===== src/rtl/hsv2rgb_pkg.sv =====
package hsv2rgb_pkg;

  localparam int unsigned FRACTION_BITS_DEFAULT = 15;
  localparam int unsigned QUEUE_DEPTH = 2;

  typedef enum logic [2:0] {
    SECTOR_RED_YELLOW    = 3'd0,
    SECTOR_YELLOW_GREEN  = 3'd1,
    SECTOR_GREEN_CYAN    = 3'd2,
    SECTOR_CYAN_BLUE     = 3'd3,
    SECTOR_BLUE_MAGENTA  = 3'd4,
    SECTOR_MAGENTA_RED   = 3'd5
  } sector_t;

  typedef struct packed {
    logic [15:0] hue;
    logic [15:0] saturation;
    logic [15:0] brightness;
  } in_t;

  typedef struct packed {
    logic [15:0] red;
    logic [15:0] green;
    logic [15:0] blue;
    logic [15:0] alpha;
  } out_t;

  typedef struct packed {
    sector_t     sector;
    logic [15:0] frac;
    logic [15:0] sat;
    logic [15:0] val;
  } work_t;

endpackage


===== src/rtl/hsv2rgb_front.sv =====
module hsv2rgb_front import hsv2rgb_pkg::*; #(
  parameter int unsigned FRACTION_BITS = FRACTION_BITS_DEFAULT
) (
  input  in_t   in_hsv,
  output work_t work
);

  localparam logic [31:0] ONE_W = 32'd1 << FRACTION_BITS;

  logic [18:0] hue6;

  always_comb begin
    hue6 = 19'({in_hsv.hue, 2'b00}) + 19'({in_hsv.hue, 1'b0});
    work.sector = sector_t'(hue6[18:16]);
    work.frac   = hue6[15:0];
    if (32'(in_hsv.saturation) > ONE_W) begin
      work.sat = ONE_W[15:0];
    end else begin
      work.sat = in_hsv.saturation;
    end
    if (32'(in_hsv.brightness) > ONE_W) begin
      work.val = ONE_W[15:0];
    end else begin
      work.val = in_hsv.brightness;
    end
  end

endmodule


===== src/rtl/hsv2rgb_queue.sv =====
module hsv2rgb_queue import hsv2rgb_pkg::*; (
  input  logic  clk,
  input  logic  rst_n,
  input  logic  push,
  input  work_t push_data,
  output logic  full,
  output logic  head_valid,
  output work_t head_data
);

  localparam int unsigned PW = (QUEUE_DEPTH > 1) ? $clog2(QUEUE_DEPTH) : 1;
  localparam int unsigned CW = $clog2(QUEUE_DEPTH + 1);

  work_t          slot_r [QUEUE_DEPTH];
  logic [PW-1:0]  wr_ptr_r, wr_ptr_nxt;
  logic [PW-1:0]  rd_ptr_r, rd_ptr_nxt;
  logic [CW-1:0]  count_r, count_nxt;
  logic           pop;

  assign full       = (count_r == CW'(QUEUE_DEPTH));
  assign head_valid = (count_r != '0);
  assign head_data  = slot_r[rd_ptr_r];
  assign pop        = head_valid;

  always_comb begin
    wr_ptr_nxt = wr_ptr_r;
    rd_ptr_nxt = rd_ptr_r;
    count_nxt  = count_r;
    if (push) begin
      wr_ptr_nxt = (wr_ptr_r == PW'(QUEUE_DEPTH - 1)) ? '0 : wr_ptr_r + 1'b1;
    end
    if (pop) begin
      rd_ptr_nxt = (rd_ptr_r == PW'(QUEUE_DEPTH - 1)) ? '0 : rd_ptr_r + 1'b1;
    end
    if (push && !pop) begin
      count_nxt = count_r + 1'b1;
    end else if (pop && !push) begin
      count_nxt = count_r - 1'b1;
    end
  end

  always_ff @(posedge clk) begin
    if (!rst_n) begin
      wr_ptr_r <= '0;
      rd_ptr_r <= '0;
      count_r  <= '0;
    end else begin
      wr_ptr_r <= wr_ptr_nxt;
      rd_ptr_r <= rd_ptr_nxt;
      count_r  <= count_nxt;
    end
  end

  always_ff @(posedge clk) begin
    if (push) begin
      slot_r[wr_ptr_r] <= push_data;
    end
  end

endmodule


===== src/rtl/hsv2rgb_back.sv =====
module hsv2rgb_back import hsv2rgb_pkg::*; #(
  parameter int unsigned FRACTION_BITS = FRACTION_BITS_DEFAULT
) (
  input  logic  clk,
  input  logic  rst_n,
  input  logic  work_valid,
  input  work_t work,
  output logic  out_valid,
  output out_t  out_rgba
);

  localparam int unsigned LW = FRACTION_BITS + 1;
  localparam int unsigned PW = 16 + LW;
  localparam logic [LW-1:0] ONE_L = LW'(1) << FRACTION_BITS;
  localparam logic [31:0] ONE_W = 32'd1 << FRACTION_BITS;
  localparam logic [15:0] ALPHA = ONE_W[15:0];

  logic        s1_valid_r;
  sector_t     s1_sector_r;
  logic [15:0] s1_val_r, s1_sat_r, s1_aq_r, s1_at_r;

  logic        s2_valid_r;
  sector_t     s2_sector_r;
  logic [15:0] s2_val_r, s2_p_r, s2_q_r, s2_t_r;

  logic        out_valid_r;
  out_t        out_rgba_r, out_rgba_nxt;

  logic [31:0] prod_q;
  logic [16:0] frac_c;
  logic [32:0] prod_t;
  logic [PW-1:0] prod_p2, prod_q2, prod_t2;

  always_comb begin
    frac_c = 17'h10000 - 17'(work.frac);
    prod_q = 32'(work.sat) * 32'(work.frac);
    prod_t = 33'(work.sat) * 33'(frac_c);
  end

  always_ff @(posedge clk) begin
    s1_sector_r <= work.sector;
    s1_val_r    <= work.val;
    s1_sat_r    <= work.sat;
    s1_aq_r     <= prod_q[31:16];
    s1_at_r     <= prod_t[31:16];
  end

  always_comb begin
    prod_p2 = PW'(s1_val_r) * PW'(ONE_L - LW'(s1_sat_r));
    prod_q2 = PW'(s1_val_r) * PW'(ONE_L - LW'(s1_aq_r));
    prod_t2 = PW'(s1_val_r) * PW'(ONE_L - LW'(s1_at_r));
  end

  always_ff @(posedge clk) begin
    s2_sector_r <= s1_sector_r;
    s2_val_r    <= s1_val_r;
    s2_p_r      <= prod_p2[FRACTION_BITS +: 16];
    s2_q_r      <= prod_q2[FRACTION_BITS +: 16];
    s2_t_r      <= prod_t2[FRACTION_BITS +: 16];
  end

  always_comb begin
    out_rgba_nxt.alpha = ALPHA;
    case (s2_sector_r)
      SECTOR_RED_YELLOW: begin
        out_rgba_nxt.red   = s2_val_r;
        out_rgba_nxt.green = s2_t_r;
        out_rgba_nxt.blue  = s2_p_r;
      end
      SECTOR_YELLOW_GREEN: begin
        out_rgba_nxt.red   = s2_q_r;
        out_rgba_nxt.green = s2_val_r;
        out_rgba_nxt.blue  = s2_p_r;
      end
      SECTOR_GREEN_CYAN: begin
        out_rgba_nxt.red   = s2_p_r;
        out_rgba_nxt.green = s2_val_r;
        out_rgba_nxt.blue  = s2_t_r;
      end
      SECTOR_CYAN_BLUE: begin
        out_rgba_nxt.red   = s2_p_r;
        out_rgba_nxt.green = s2_q_r;
        out_rgba_nxt.blue  = s2_val_r;
      end
      SECTOR_BLUE_MAGENTA: begin
        out_rgba_nxt.red   = s2_t_r;
        out_rgba_nxt.green = s2_p_r;
        out_rgba_nxt.blue  = s2_val_r;
      end
      default: begin
        out_rgba_nxt.red   = s2_val_r;
        out_rgba_nxt.green = s2_p_r;
        out_rgba_nxt.blue  = s2_q_r;
      end
    endcase
  end

  always_ff @(posedge clk) begin
    out_rgba_r <= out_rgba_nxt;
  end

  always_ff @(posedge clk) begin
    if (!rst_n) begin
      s1_valid_r  <= 1'b0;
      s2_valid_r  <= 1'b0;
      out_valid_r <= 1'b0;
    end else begin
      s1_valid_r  <= work_valid;
      s2_valid_r  <= s1_valid_r;
      out_valid_r <= s2_valid_r;
    end
  end

  assign out_valid = out_valid_r;
  assign out_rgba  = out_rgba_r;

endmodule


===== src/rtl/hsv_to_rgb_convert.sv =====
// Channel   Ports                      Transfer when
// input     start, busy, in_hsv        start high and busy low at a rising edge
// result    out_valid, out_rgba        out_valid high at a rising edge
//
// One color is accepted per clock.
// A result passes through the work queue and then the three register stages of the back end.
// Reset is synchronous and active low; it empties the queue and clears all valid flags.
// The receiver cannot stall, so the back end drains the queue every cycle and busy stays low.
module hsv_to_rgb_convert import hsv2rgb_pkg::*; #(
  parameter int unsigned FRACTION_BITS = FRACTION_BITS_DEFAULT
) (
  input  logic clk,
  input  logic rst_n,
  input  logic start,
  output logic busy,
  input  in_t  in_hsv,
  output logic out_valid,
  output out_t out_rgba
);

  work_t front_work;
  work_t head_work;
  logic  head_valid;
  logic  queue_full;
  logic  accept;

  assign busy   = queue_full;
  assign accept = start && !busy;

  hsv2rgb_front #(
    .FRACTION_BITS(FRACTION_BITS)
  ) u_front (
    .in_hsv (in_hsv),
    .work   (front_work)
  );

  hsv2rgb_queue u_queue (
    .clk        (clk),
    .rst_n      (rst_n),
    .push       (accept),
    .push_data  (front_work),
    .full       (queue_full),
    .head_valid (head_valid),
    .head_data  (head_work)
  );

  hsv2rgb_back #(
    .FRACTION_BITS(FRACTION_BITS)
  ) u_back (
    .clk        (clk),
    .rst_n      (rst_n),
    .work_valid (head_valid),
    .work       (head_work),
    .out_valid  (out_valid),
    .out_rgba   (out_rgba)
  );

  a_never_busy: assert property (@(posedge clk) disable iff (!rst_n) !busy)
    else $error("work queue filled although the back end never stalls");

  a_result_follows: assert property (@(posedge clk) disable iff (!rst_n)
    accept |-> ##4 out_valid)
    else $error("accepted color did not produce a result four cycles later");

  a_no_spurious: assert property (@(posedge clk) disable iff (!rst_n)
    out_valid |-> $past(accept, 4))
    else $error("result strobe without a matching input transfer");

endmodule

===== config.mk =====
export PLATFORM = sky130hd
export DESIGN_NAME = hsv_to_rgb_convert
export DESIGN_NICKNAME = d
export VERILOG_FILES = /design/src/rtl/hsv2rgb_pkg.sv /design/src/rtl/hsv2rgb_front.sv /design/src/rtl/hsv2rgb_queue.sv /design/src/rtl/hsv2rgb_back.sv /design/src/rtl/hsv_to_rgb_convert.sv
export SDC_FILE = /design/constraint.sdc
export NUM_CORES = 2
export LEC_CHECK = 0
export BUFFER_PORTS_ARGS = -buffer_cell sky130_fd_sc_hd__buf_4
export CAP_MARGIN = 10
export CORE_MARGIN = 2
export CORE_UTILIZATION = 53
export CTS_BUF_LIST = sky130_fd_sc_hd__clkbuf_4 sky130_fd_sc_hd__clkbuf_8
export DETAILED_ROUTE_END_ITERATION = 10
export GPL_ROUTABILITY_DRIVEN = 0
export GPL_TIMING_DRIVEN = 0
export PLACE_DENSITY = 0.68
export SYNTH_ARGS = -nofsm -noshare
export SYNTH_HDL_FRONTEND = slang
export SYNTH_HIERARCHICAL = 1
export SYNTH_SLANG_ARGS = --single-unit

===== constraint.sdc =====
create_clock -name clk -period 17.29 [get_ports clk]
set_clock_uncertainty 0.15 [all_clocks]
set_input_delay 2.5935 -clock clk [delete_from_list [all_inputs] [get_ports clk]]
set_output_delay 2.5935 -clock clk [all_outputs]
set_load 0.02 [all_outputs]

==> impl_results.md <==
* Status: complete, no violations
* End of the worst register-to-register path: u_back/s1_at_r[10]
* WHS Path Cells at 0
* Crit-path most repeated cell: fa_1
* Fmax at 0.101 GHz
* Via count at 39500
* Clock Tree Buf Depth at 3
* Slew HR at 23.3%
* CP Class: reg2reg
* Synthesized area at 53500 um^2
* First-pass GRT wire length at 237 mm
* Starting Density at 53.5%
* Post-Synth Adder-Cell Area at 50.9%
* Post-cts sizing count at 0
* Async set or reset register ratio after synthesis at 0%
* Routed wire length at 150 mm
* Register area share after synthesis at 12.8%
* Simple-gate portion of the synthesized area at 15.8%
* GRT Total Usage at 30.1%
* Multi-input combinational cell area at 40800 um^2
* # Post-CTS Setup Buffers at 0
* Worst reg-to-reg path cell count at 31
* Final Hold Fails at 0
* CP max stage delay at 0.58 ns
* TNS Setup at 0 ns
* Most frequent cells in the layout: inv_1 (1246), fa_1 (1024), nand2_1 (690)
* I/O pin total at 117
* CP endpoint kind: flip-flop
* Post-synthesis register bit count at 292
* Post-Synthesis Mean Instance Area at 9.38 um^2
* Die area at 103000 um^2
* HPWL after detailed placement at 125 mm
* Share of layout cells above drive strength 1 at 5.73%
* YS warnings at 6
* Hold bufs inserted after CTS at 0
* Syn Inst Count at 5705
* Largest net degree at the start of global routing at 36
* Hold path startpoint: u_back/s1_sector_r[0]
* Number of buffers created by CTS at 51
* Reg area at 6870 um^2
* Port-buffer cells at 98
* Worst hold-check path type: reg2reg
* Die Height at 322 um
* # DRC at 0
* WL/cell at 20.8 um
* FP Rows at 116
* Clock sinks at 292
* DRT iter0 DRCs at 3757
* Detailed Routing Iterations Pass 1 at 6
* Tmin final at 9.89 ns
* Commonest non-fill, non-tap cell in the layout: inv_1
* Top FF cell, synth: dfxtp_1
* Initial antenna violation count at 10
* ANT nets after route at 0
* Critical Path RT at 17.70 ns
* Die Width at 322 um
* Min-Delay Endpoint: u_back/s2_sector_r[0]
* Later-pin clock latency in the skew report at 0.70 ns
* Root Driver: clkbuf_8
* Vias in the first global route at 41200
* Filler Cell Count at 8831
* Post-synthesis compound-gate area fraction at 5.07%
* Via density per instance at 5.46
* Mux contribution to synthesized area at 1.73%
* Final worst-path cycle share at 57.2%
* Clk slew on worst S/H paths at 0.06 ns
* Crit-path slowest cell: clkbuf_1
* Post-synth cell types at 82
* Crit Path Max Fanout at 10
* Area delta synth->final at 7.10%
* XOR/XNOR Fraction of Synth Area at 2.60%
* Core area at 100000 um^2
* Post-synth EDFFs at 102
* Main combinational cell family by area after synthesis: adder cells
* Slew @ Worst Pin at 1.14 ns
* TritonCTS clock tree: built
* RSZ-0062 raised after global routing: no
* Setup-failing EPs final at 0
* Critical Path AT at 10.30 ns
* CTS HTree Levels at 2
* Max cap viols at 0
* R2r setup slk at 7.40 ns
* Crit path launch type: flip-flop
* Slew Limit Fails at 0
* Total gr overflow at 0
* Final nets at 7487
==> through the flow <==
step / utilization, % / hold slack, ns / worst slack [ns] / area [um^2] / std cells
floorplan: - / 0.160 / 8.75 / 53500 / 5719
global placement: 55.9 / 0.167 / 7.52 / 55900 / 7115
detailed placement: 56.0 / 0.169 / 7.52 / 56000 / 7118
CTS: 57.3 / 0.183 / 7.45 / 57300 / 7211
global route: 57.3 / 0.207 / 6.97 / 57300 / 7213
finish: 57.3 / 0.181 / 7.40 / 57300 / 7221
==> worst max-delay path, delay by kind of cell (launching register included) <==
kind                       cells  cell delay [ns]
adders and majority gates      8             3.48
AOI/OAI and AO/OA              8             1.97
buffers and inverters          8             1.64
and+or+nand+nor                5             1.30
muxes                          1             0.49
xor gates and xnor gates       1             0.41
DFF                            1             0.30
==> registers in the layout, summed over array words and instances, names as in the netlist, 2 cells and up, named ones only <==
name	cells
u_queue/count_r	2
u_back/s1_sat_r	16
u_queue/slot_r	102
u_back/s2_sector_r	3
u_back/s1_aq_r	16
u_back/out_rgba	48
u_back/s2_val_r	16
u_back/s1_sector_r	3
u_back/s2_t_r	16
u_back/s1_at_r	16
u_back/s2_q_r	16
u_back/s2_p_r	16
u_back/s1_val_r	16
==> how the worst max path moves through the flow <==
stage | from | end | slack (ns)
final | flip-flop | u_back/s1_at_r[10] | 7.40
after global routing | flip-flop | u_back/s1_at_r[15] | 6.97
after CTS | flip-flop | u_back/s1_at_r[15] | 7.45
after detailed placement | flip-flop | u_back/s1_at_r[15] | 7.52
after global placement | flip-flop | u_back/s1_at_r[15] | 7.52
after floorplan | flip-flop | u_back/s1_at_r[10] | 8.75
==> cell type report <==
type,instances,share of cell area (%)
Antenna cell,10,0.0437
Buffer,295,2.09
Clock buffer,77,1.65
Clock inverter,16,0.574
Inverter,1247,8.17
Multi-Input combinational cell,3885,71.2
Sequential cell,292,12.0
Tap cell,1298,2.84
Timing Repair Buffer,101,1.42
==> layer usage <==
layer	up-vias	track usage [%]	share of wire (%)
met5	-	0	0.022
met3	401	5.53	8.8
met4	4	16.3	6.3
met2	1815	48.3	46
li1	17600	-	-
met1	19600	38.6	39
==> Yosys cell counts (18+ instances only) <==
master,number,share of area (%)
clkbuf_1,256,1.8
a221o_1,18,0.34
mux2_2,67,1.4
a22oi_1,33,0.46
a21oi_1,67,0.63
nor3_1,43,0.40
edfxtp_1,102,5.7
nand3b_1,18,0.25
o22ai_1,20,0.23
nand3_1,19,0.18
a21o_1,38,0.53
inv_1,1246,8.7
o21a_1,21,0.29
nor2_1,140,0.98
dfxtp_1,190,7.1
ha_1,539,13
xnor2_1,114,1.9
nand2_1,690,4.8
fa_1,1024,38
or2_2,25,0.29
and3_1,19,0.22
o21ai_0,69,0.65
and2_1,616,7.2
buf_4,22,0.31
xor2_1,45,0.74
nor2b_1,41,0.48
==> logic make-up (layout without fill, tap and decap cells) <==
family          after synthesis  count (layout)
buf+inv                    1542            1736
mux                          84              84
fa+ha+maj                  1563            1563
xor+xnor                    159             159
simple gates               1683            1683
other cells                   3              27
compound gates              379             379
flops                       292             292
Power is left out: the tool's default activity adds up to more than one toggle a clock period on the data nets, which glitch-free logic cannot reach.
